===== src/rtl/rs16_pkg.sv =====
// Shared types, opcode codes and register file reset values for the execute block.
package rs16_pkg;

	localparam int unsigned NUM_REGS  = 8;
	localparam int unsigned REG_W     = 16;
	localparam int unsigned IDX_W     = 3;
	localparam int unsigned INSTR_W   = 16;

	localparam logic [2:0] OP_ADD  = 3'd0;
	localparam logic [2:0] OP_ADDI = 3'd1;
	localparam logic [2:0] OP_NAND = 3'd2;
	localparam logic [2:0] OP_LUI  = 3'd3;

	localparam logic [3:0] ADD_PAD_ZERO = 4'b0000;

	typedef logic [REG_W-1:0] word_t;
	typedef logic [IDX_W-1:0] idx_t;

	typedef struct packed {
		logic  wrote;
		idx_t  dest_index;
		word_t dest_value;
	} res_t;

	// Register contents right after reset.
	function automatic word_t reset_value(input idx_t idx);
		word_t v;
		case (idx)
			3'd0: v = 16'hE001;
			3'd1: v = 16'h2900;
			3'd2: v = 16'h21C0;
			default: v = '0;
		endcase
		return v;
	endfunction

endpackage


===== src/rtl/rs16_in_if.sv =====
// Instruction channel: valid/ready handshake carrying one instruction word.
interface rs16_in_if;
	logic        valid;
	logic        ready;
	logic [15:0] instr_word;

	modport source (output valid, output instr_word, input ready);
	modport sink   (input valid, input instr_word, output ready);
endinterface


===== src/rtl/rs16_out_if.sv =====
// Result channel: valid/ready handshake carrying one write-back record.
interface rs16_out_if;
	logic        valid;
	logic        ready;
	logic        wrote;
	logic [2:0]  dest_index;
	logic [15:0] dest_value;

	modport source (output valid, output wrote, output dest_index, output dest_value,
		input ready);
	modport sink   (input valid, input wrote, input dest_index, input dest_value,
		output ready);
endinterface


===== src/rtl/rs16_ram.sv =====
// Generic RAM with one write port and two registered read ports.
module rs16_ram #(
	parameter int unsigned WIDTH = 16,
	parameter int unsigned DEPTH = 8
) (
	input  logic                     clk,
	input  logic                     we,
	input  logic [$clog2(DEPTH)-1:0] waddr,
	input  logic [WIDTH-1:0]         wdata,
	input  logic                     ren,
	input  logic [$clog2(DEPTH)-1:0] raddr_a,
	input  logic [$clog2(DEPTH)-1:0] raddr_b,
	output logic [WIDTH-1:0]         rdata_a,
	output logic [WIDTH-1:0]         rdata_b
);

	logic [WIDTH-1:0] mem [DEPTH];

	always_ff @(posedge clk) begin
		if (we) begin
			mem[waddr] <= wdata;
		end
		if (ren) begin
			rdata_a <= mem[raddr_a];
			rdata_b <= mem[raddr_b];
		end
	end

endmodule


===== src/rtl/rs16_alu.sv =====
// Decode and execute of one instruction from its two operand values.
module rs16_alu
	import rs16_pkg::*;
(
	input  logic [INSTR_W-1:0] instr,
	input  word_t              op_a,
	input  word_t              op_b,
	output res_t               res
);

	logic [2:0] opc;
	idx_t       dst;
	word_t      val;
	logic       wr;

	assign opc = instr[15:13];
	assign dst = instr[12:10];

	always_comb begin
		val = '0;
		wr  = 1'b0;
		case (opc)
			OP_ADD: begin
				if (instr[6:3] == ADD_PAD_ZERO) begin
					val = op_a + op_b;
					wr  = 1'b1;
				end
			end
			OP_ADDI: begin
				val = op_a + {9'd0, instr[6:0]};
				wr  = 1'b1;
			end
			OP_NAND: begin
				val = ~(op_a & op_b);
				wr  = 1'b1;
			end
			OP_LUI: begin
				val = {instr[9:0], 6'd0};
				wr  = 1'b1;
			end
			default: begin
				val = '0;
				wr  = 1'b0;
			end
		endcase
	end

	always_comb begin
		res.wrote      = wr;
		res.dest_index = wr ? dst : '0;
		res.dest_value = wr ? val : '0;
	end

endmodule


===== src/rtl/risc16_subset_execute.sv =====
// Top level of the 16-bit subset execute block: register file, execute stage, result register.
//
//   channel   dir   payload                              handshake
//   instr     in    instr_word[15:0]                     instr.valid && instr.ready
//   result    out   wrote, dest_index[2:0], dest_value   result.valid && result.ready
//
// Every instruction gives exactly one result item, registered first in the execute
// stage and then in the result register; one item per clock is sustained when the
// result side is ready. The register file sits in a small RAM whose reads are
// registered at acceptance, so that read port feeds the execute stage.
// Reset clears the pipeline valids and the per-register written flags; a register
// never written since reset reads as its reset value, so no clearing pass is needed.
// A stall on the result side holds the result register, then the execute stage,
// then drops instr.ready; a new item is accepted whenever the stage ahead moves on.
module risc16_subset_execute
	import rs16_pkg::*;
(
	input  logic       clk,
	input  logic       arst_n,
	rs16_in_if.sink    instr,
	rs16_out_if.source result
);

	// Execute stage.
	logic                v_s1;
	logic [INSTR_W-1:0]  instr_s1;
	logic                vld_a_s1;
	logic                vld_b_s1;

	// The write-back that happened at the same edge the current stage item read the RAM.
	// The RAM returns the old contents for that edge, so it is forwarded here.
	logic                fresh_q;
	idx_t                wb_idx_q;
	word_t               wb_val_q;

	// Written flags: a clear flag means the register still holds its reset value.
	logic [NUM_REGS-1:0] written_q;

	// Result register.
	logic                out_valid_q;
	res_t                res_q;

	logic  advance;
	logic  accept;
	logic  fire;
	logic  wr_en;
	idx_t  rd_a_idx;
	idx_t  rd_b_idx;
	idx_t  sa_s1;
	idx_t  sb_s1;
	word_t ram_a;
	word_t ram_b;
	word_t op_a;
	word_t op_b;
	res_t  res;

	// The stage moves on when the result register is empty or being drained.
	assign advance     = !out_valid_q || result.ready;
	assign instr.ready = !v_s1 || advance;
	assign accept      = instr.valid && instr.ready;
	assign fire        = v_s1 && advance;
	assign wr_en       = fire && res.wrote;

	assign rd_a_idx = instr.instr_word[9:7];
	assign rd_b_idx = instr.instr_word[2:0];
	assign sa_s1    = instr_s1[9:7];
	assign sb_s1    = instr_s1[2:0];

	rs16_ram #(
		.WIDTH (REG_W),
		.DEPTH (NUM_REGS)
	) u_regs (
		.clk     (clk),
		.we      (wr_en),
		.waddr   (res.dest_index),
		.wdata   (res.dest_value),
		.ren     (accept),
		.raddr_a (rd_a_idx),
		.raddr_b (rd_b_idx),
		.rdata_a (ram_a),
		.rdata_b (ram_b)
	);

	// Operand select: forwarded write, then RAM contents, then the reset value.
	always_comb begin
		if (fresh_q && wb_idx_q == sa_s1) begin
			op_a = wb_val_q;
		end else if (vld_a_s1) begin
			op_a = ram_a;
		end else begin
			op_a = reset_value(sa_s1);
		end
		if (fresh_q && wb_idx_q == sb_s1) begin
			op_b = wb_val_q;
		end else if (vld_b_s1) begin
			op_b = ram_b;
		end else begin
			op_b = reset_value(sb_s1);
		end
	end

	rs16_alu u_alu (
		.instr (instr_s1),
		.op_a  (op_a),
		.op_b  (op_b),
		.res   (res)
	);

	always_ff @(posedge clk or negedge arst_n) begin
		if (!arst_n) begin
			v_s1        <= 1'b0;
			out_valid_q <= 1'b0;
			written_q   <= '0;
			fresh_q     <= 1'b0;
		end else begin
			if (accept) begin
				v_s1    <= 1'b1;
				fresh_q <= wr_en;
			end else if (fire) begin
				v_s1 <= 1'b0;
			end
			if (fire) begin
				out_valid_q <= 1'b1;
			end else if (result.ready) begin
				out_valid_q <= 1'b0;
			end
			if (wr_en) begin
				written_q[res.dest_index] <= 1'b1;
			end
		end
	end

	always_ff @(posedge clk) begin
		if (accept) begin
			instr_s1 <= instr.instr_word;
			vld_a_s1 <= written_q[rd_a_idx];
			vld_b_s1 <= written_q[rd_b_idx];
			wb_idx_q <= res.dest_index;
			wb_val_q <= res.dest_value;
		end
		if (fire) begin
			res_q <= res;
		end
	end

	assign result.valid      = out_valid_q;
	assign result.wrote      = res_q.wrote;
	assign result.dest_index = res_q.dest_index;
	assign result.dest_value = res_q.dest_value;

endmodule


===== src/flat_wrapper.sv =====
// flat-port wrapper written by rule: the top's interface ports become plain ports
module risc16_subset_execute_flat import rs16_pkg::*;
  (clk, arst_n, instr_valid, instr_instr_word, instr_ready, result_valid, result_wrote, result_dest_index, result_dest_value, result_ready);
  rs16_in_if instr_i ();
  rs16_out_if result_i ();
  input  logic clk;
  input  logic arst_n;
  input wire logic [$bits(instr_i.valid)-1:0] instr_valid;
  input wire logic [$bits(instr_i.instr_word)-1:0] instr_instr_word;
  output wire logic [$bits(instr_i.ready)-1:0] instr_ready;
  output wire logic [$bits(result_i.valid)-1:0] result_valid;
  output wire logic [$bits(result_i.wrote)-1:0] result_wrote;
  output wire logic [$bits(result_i.dest_index)-1:0] result_dest_index;
  output wire logic [$bits(result_i.dest_value)-1:0] result_dest_value;
  input wire logic [$bits(result_i.ready)-1:0] result_ready;
  assign instr_i.valid = instr_valid;
  assign instr_i.instr_word = instr_instr_word;
  assign instr_ready = instr_i.ready;
  assign result_valid = result_i.valid;
  assign result_wrote = result_i.wrote;
  assign result_dest_index = result_i.dest_index;
  assign result_dest_value = result_i.dest_value;
  assign result_i.ready = result_ready;
  risc16_subset_execute u_core (.clk(clk), .arst_n(arst_n), .instr(instr_i), .result(result_i));
endmodule

===== config.mk =====
export PLATFORM = sky130hd
export DESIGN_NAME = risc16_subset_execute_flat
export DESIGN_NICKNAME = d
export VERILOG_FILES = /design/src/rtl/rs16_pkg.sv /design/src/rtl/rs16_in_if.sv /design/src/rtl/rs16_out_if.sv /design/src/rtl/rs16_ram.sv /design/src/rtl/rs16_alu.sv /design/src/rtl/risc16_subset_execute.sv /design/src/flat_wrapper.sv
export SDC_FILE = /design/constraint.sdc
export NUM_CORES = 1
export LEC_CHECK = 0
export BUFFER_PORTS_ARGS = -buffer_cell sky130_fd_sc_hd__clkbuf_2
export CAP_MARGIN = 10
export CELL_PAD_IN_SITES_DETAIL_PLACEMENT = 0
export CELL_PAD_IN_SITES_GLOBAL_PLACEMENT = 1
export CORE_MARGIN = 3
export CORE_UTILIZATION = 57
export CTS_CLUSTER_DIAMETER = 150
export CTS_CLUSTER_SIZE = 28
export DETAILED_ROUTE_END_ITERATION = 8
export GPL_TIMING_DRIVEN = 0
export PLACE_DENSITY_LB_ADDON = 0.05
export SYNTH_ARGS = -nofsm -noshare
export SYNTH_HDL_FRONTEND = slang
export SYNTH_SLANG_ARGS = --single-unit

===== constraint.sdc =====
create_clock -name clk -period 5.23 [get_ports clk]
set_clock_uncertainty 0.05 [all_clocks]
set_input_delay 1.046 -clock clk [delete_from_list [all_inputs] [get_ports clk]]
set_output_delay 1.046 -clock clk [all_outputs]
set_load 0.005 [all_outputs]

==> flow_summary.json <==
{
  "crit_path_start": "u_core.instr_s1[9]$_DFFE_PP_",
  "required_ps": 5320,
  "syn-num-nets": 773,
  "die_w_um": 147,
  "clk_latency_ps": 480,
  "r2r-end": "u_core.u_regs.mem[5][14]$_DFFE_PP_",
  "grt_pass1_wl_mm": 41.3,
  "total_power_mw": 3.92,
  "gp_congestion": 0.914,
  "dr.pass1.iters": 5,
  "hold_ws_ps": 385,
  "synth_top_cell_by_area": "edfxtp_1",
  "fmax_ghz": 0.214,
  "synth_cells": 728,
  "rows": 50,
  "pwr-share-clk_pct": 26.5,
  "grt_overflow": 0,
  "tightest_slew_ps": 1170,
  "post_cts_buffers": 0,
  "die_h_um": 147,
  "initial_core_util_pct": 59.3,
  "final_max_slew_viol_count": 0,
  "setup_viol": 0,
  "hold_viol_final": 0,
  "synthArstFlopShare_pct": 4.82,
  "io_buffers": 41,
  "hp-class": "in -> async",
  "die-area_mm2": 0.0216,
  "yosysSeqAreaShare_pct": 59.8,
  "diodes": 0,
  "dr.first_iter.drc_count": 688,
  "synth_area_leaders": "edfxtp_1, mux4_2, mux2_2",
  "hold_buffers": 0,
  "drive_gt1_share_pct": 27.0,
  "ant_nets": 0,
  "status": "completed",
  "timing.critical_path.to_type": "flip-flop",
  "area_growth_pct": 8.49,
  "finalSetupTns_ps": 0,
  "setup_ws_ps": 556,
  "ys.flop_type": "edfxtp_1",
  "routed_via_density": 6.42,
  "ctsRootBufferMaster": "clkbuf_16",
  "cts_inserted_buffers": 12,
  "crit_fanout": 10,
  "power.leakage_nw": 4.24,
  "cts_tree": "done",
  "crit_type": "reg -> reg",
  "syn_avg_cell_area_um2": 15.6,
  "nets": 831,
  "drc": 0,
  "critPathArrivalTime_ps": 4760,
  "dpl.hpwl_mm": 19.3,
  "rsz0062_at_grt": "no",
  "p_switching_mw": 1.04,
  "yosys.area.top_type_share_pct": 57.4,
  "grt_usage_pct": 25.4,
  "max-cap-violations": 0,
  "synth_seq_cells": 228,
  "yosys_warnings": 0,
  "synth_edf_count": 217,
  "swShare_pct": 26.5,
  "crit-reg2reg-launch": "u_core.instr_s1[9]$_DFFE_PP_",
  "cts_sinks": 228,
  "yosys.cell_count.top_type": "edfxtp_1",
  "r2r_slack_ps": 560,
  "grt_max_degree": 71,
  "wl_mm": 27.0,
  "routedWlPerCell_um": 25.7,
  "clk_pin_slew_ps": 110,
  "rr_worst_depth": 11,
  "seq_power_share_pct": 55.6,
  "timing.final.crit_share_pct": 89.4,
  "power_density_mw_per_mm2": 319,
  "num_vias": 6737,
  "p_comb_share_pct": 18.0,
  "pin_count": 42,
  "yosys.cell_types.count": 76,
  "dp_slack_ps": 483,
  "ys_top_cells_by_count": "edfxtp_1, mux4_2, nand2_1, o21ai_0, mux2_2",
  "grt_pass1_vias": 6821,
  "cts_buffer_depth": 3,
  "ir_worst_vdd_mv": 0.390,
  "synthesis.area_mm2": 0.0113,
  "min_period_ps": 4670,
  "critPathCapture": "u_core.u_regs.mem[5][14]$_DFFE_PP_",
  "core_area_mm2": 0.0191,
  "htreeDepth": 1,
  "cts_resized": 0,
  "n_fill_cell": 1375,
  "p_int_mw": 2.88,
  "slew_headroom_pct": 21.8,
  "cp-start-kind": "flip-flop",
  "antenna_found_initial": 0
}
-- placed cells by master (no fill, tap or decap), types with 7 or more instances in the layout --
master / synthesis / layout
a21oi_1: 28 / 28
or2_1: 9 / 9
o21ai_0: 40 / 39
xnor2_1: 17 / 17
dfrtp_1: 11 / 11
inv_1: 17 / 17
nor2_1: 19 / 19
buf_2: 9 / 10
nor2_2: 7 / 7
xor2_1: 13 / 13
clkbuf_16: 0 / 13
mux4_2: 68 / 68
clkbuf_2: 0 / 41
clkbuf_1: 19 / 22
o21ai_1: 10 / 11
o221ai_1: 8 / 7
nand3_1: 17 / 17
a21o_1: 9 / 9
edfxtp_1: 217 / 217
nand2_1: 44 / 44
ha_1: 23 / 23
mux2_2: 35 / 35
-- area by class of cell --
cell class | instances | area (um^2) | area share, %
Inverter | 18 | 67.6 | 0.549
Sequential cell | 228 | 6790 | 55.2
Multi-Input combinational cell | 446 | 4340 | 35.2
Timing Repair Buffer | 44 | 253 | 2.05
Clock inverter | 2 | 27.5 | 0.224
Tap cell | 260 | 325 | 2.64
Clock buffer | 16 | 337 | 2.73
Buffer | 36 | 176 | 1.43
-- power by group through the flow --
stage	clock (mW)	sequential [mW]	combinational, mW
after detailed placement	0	2.22	0.693
after global placement	0	2.22	0.676
after global routing	1.12	2.19	0.769
final	1.04	2.18	0.705
after CTS	1.05	2.18	0.700
after floorplan	0	2.20	0.497
-- worst min path at each step --
stage | slack, ps | cells after the start | from | endpoint
4_1_cts | 390 | 1 | arst_n | u_core.written_q[4]$_DFFE_PN0P_
3_3_place_gp | 410 | 1 | u_core.written_q[2]$_DFFE_PN0P_ | u_core.written_q[2]$_DFFE_PN0P_
6_report | 390 | 1 | arst_n | u_core.written_q[4]$_DFFE_PN0P_
5_1_grt | 400 | 1 | arst_n | u_core.v_s1$_DFFE_PN0P_
2_1_floorplan | 400 | 1 | u_core.written_q[2]$_DFFE_PN0P_ | u_core.written_q[2]$_DFFE_PN0P_
3_5_place_dp | 430 | 1 | u_core.written_q[6]$_DFFE_PN0P_ | u_core.written_q[6]$_DFFE_PN0P_
-- worst max-delay path, cell delays in order, from the launching register on --
cell and delay (ps):
edfxtp_1 530, xnor2_1 350, nand4_4 270, clkbuf_1 270, o21ai_0 580, fa_1 380, a211oi_1 120, o21ba_2 230
o21ai_1 470, a21boi_1 260, xnor2_1 90, o221ai_1 730
-- cell families (layout without fill, tap and decap cells) --
group	Yosys count	count (layout)	share of synthesized area [%]
xor+xnor	32	32	2.60
mux	107	107	17.4
simple gates	141	141	7.00
compound gates	141	141	8.16
fa+ha+maj	25	25	2.89
buf+inv	54	116	2.15
flops	228	228	59.8
-- per-stage QoR --
| stage | utilization, % | instances | cell area (um^2) |
|---|---|---|---|
| CTS | 64.3 | 1050 | 12300 |
| detailed placement | 62.4 | 1032 | 11900 |
| finish | 64.3 | 1050 | 12300 |
| floorplan | - | 728 | 11300 |
| global placement | 62.1 | 1029 | 11900 |
| global route | 64.3 | 1050 | 12300 |
-- sequential cells by signal, indices dropped and copies added (netlist names), 8 cells and up --
signal	cells
u_core.result.dest_value	16
u_core.wb_val_q	16
u_core.u_regs.rdata_b	16
u_core.instr_s1	16
u_core.written_q	8
u_core.u_regs.rdata_a	16
u_core.u_regs.mem	128
-- routing by layer --
| metal | track usage [%] | up-vias | wire length, um |
|---|---|---|---|
| li1 | - | 3019 | - |
| met1 | 36.6 | 3394 | 11500 |
| met2 | 42.1 | 279 | 13100 |
| met3 | 3.49 | 45 | 1820 |
| met4 | 5.55 | 0 | 559 |
| met5 | 0 | - | 0 |
Note: power is estimated with default switching activity, not from simulation.
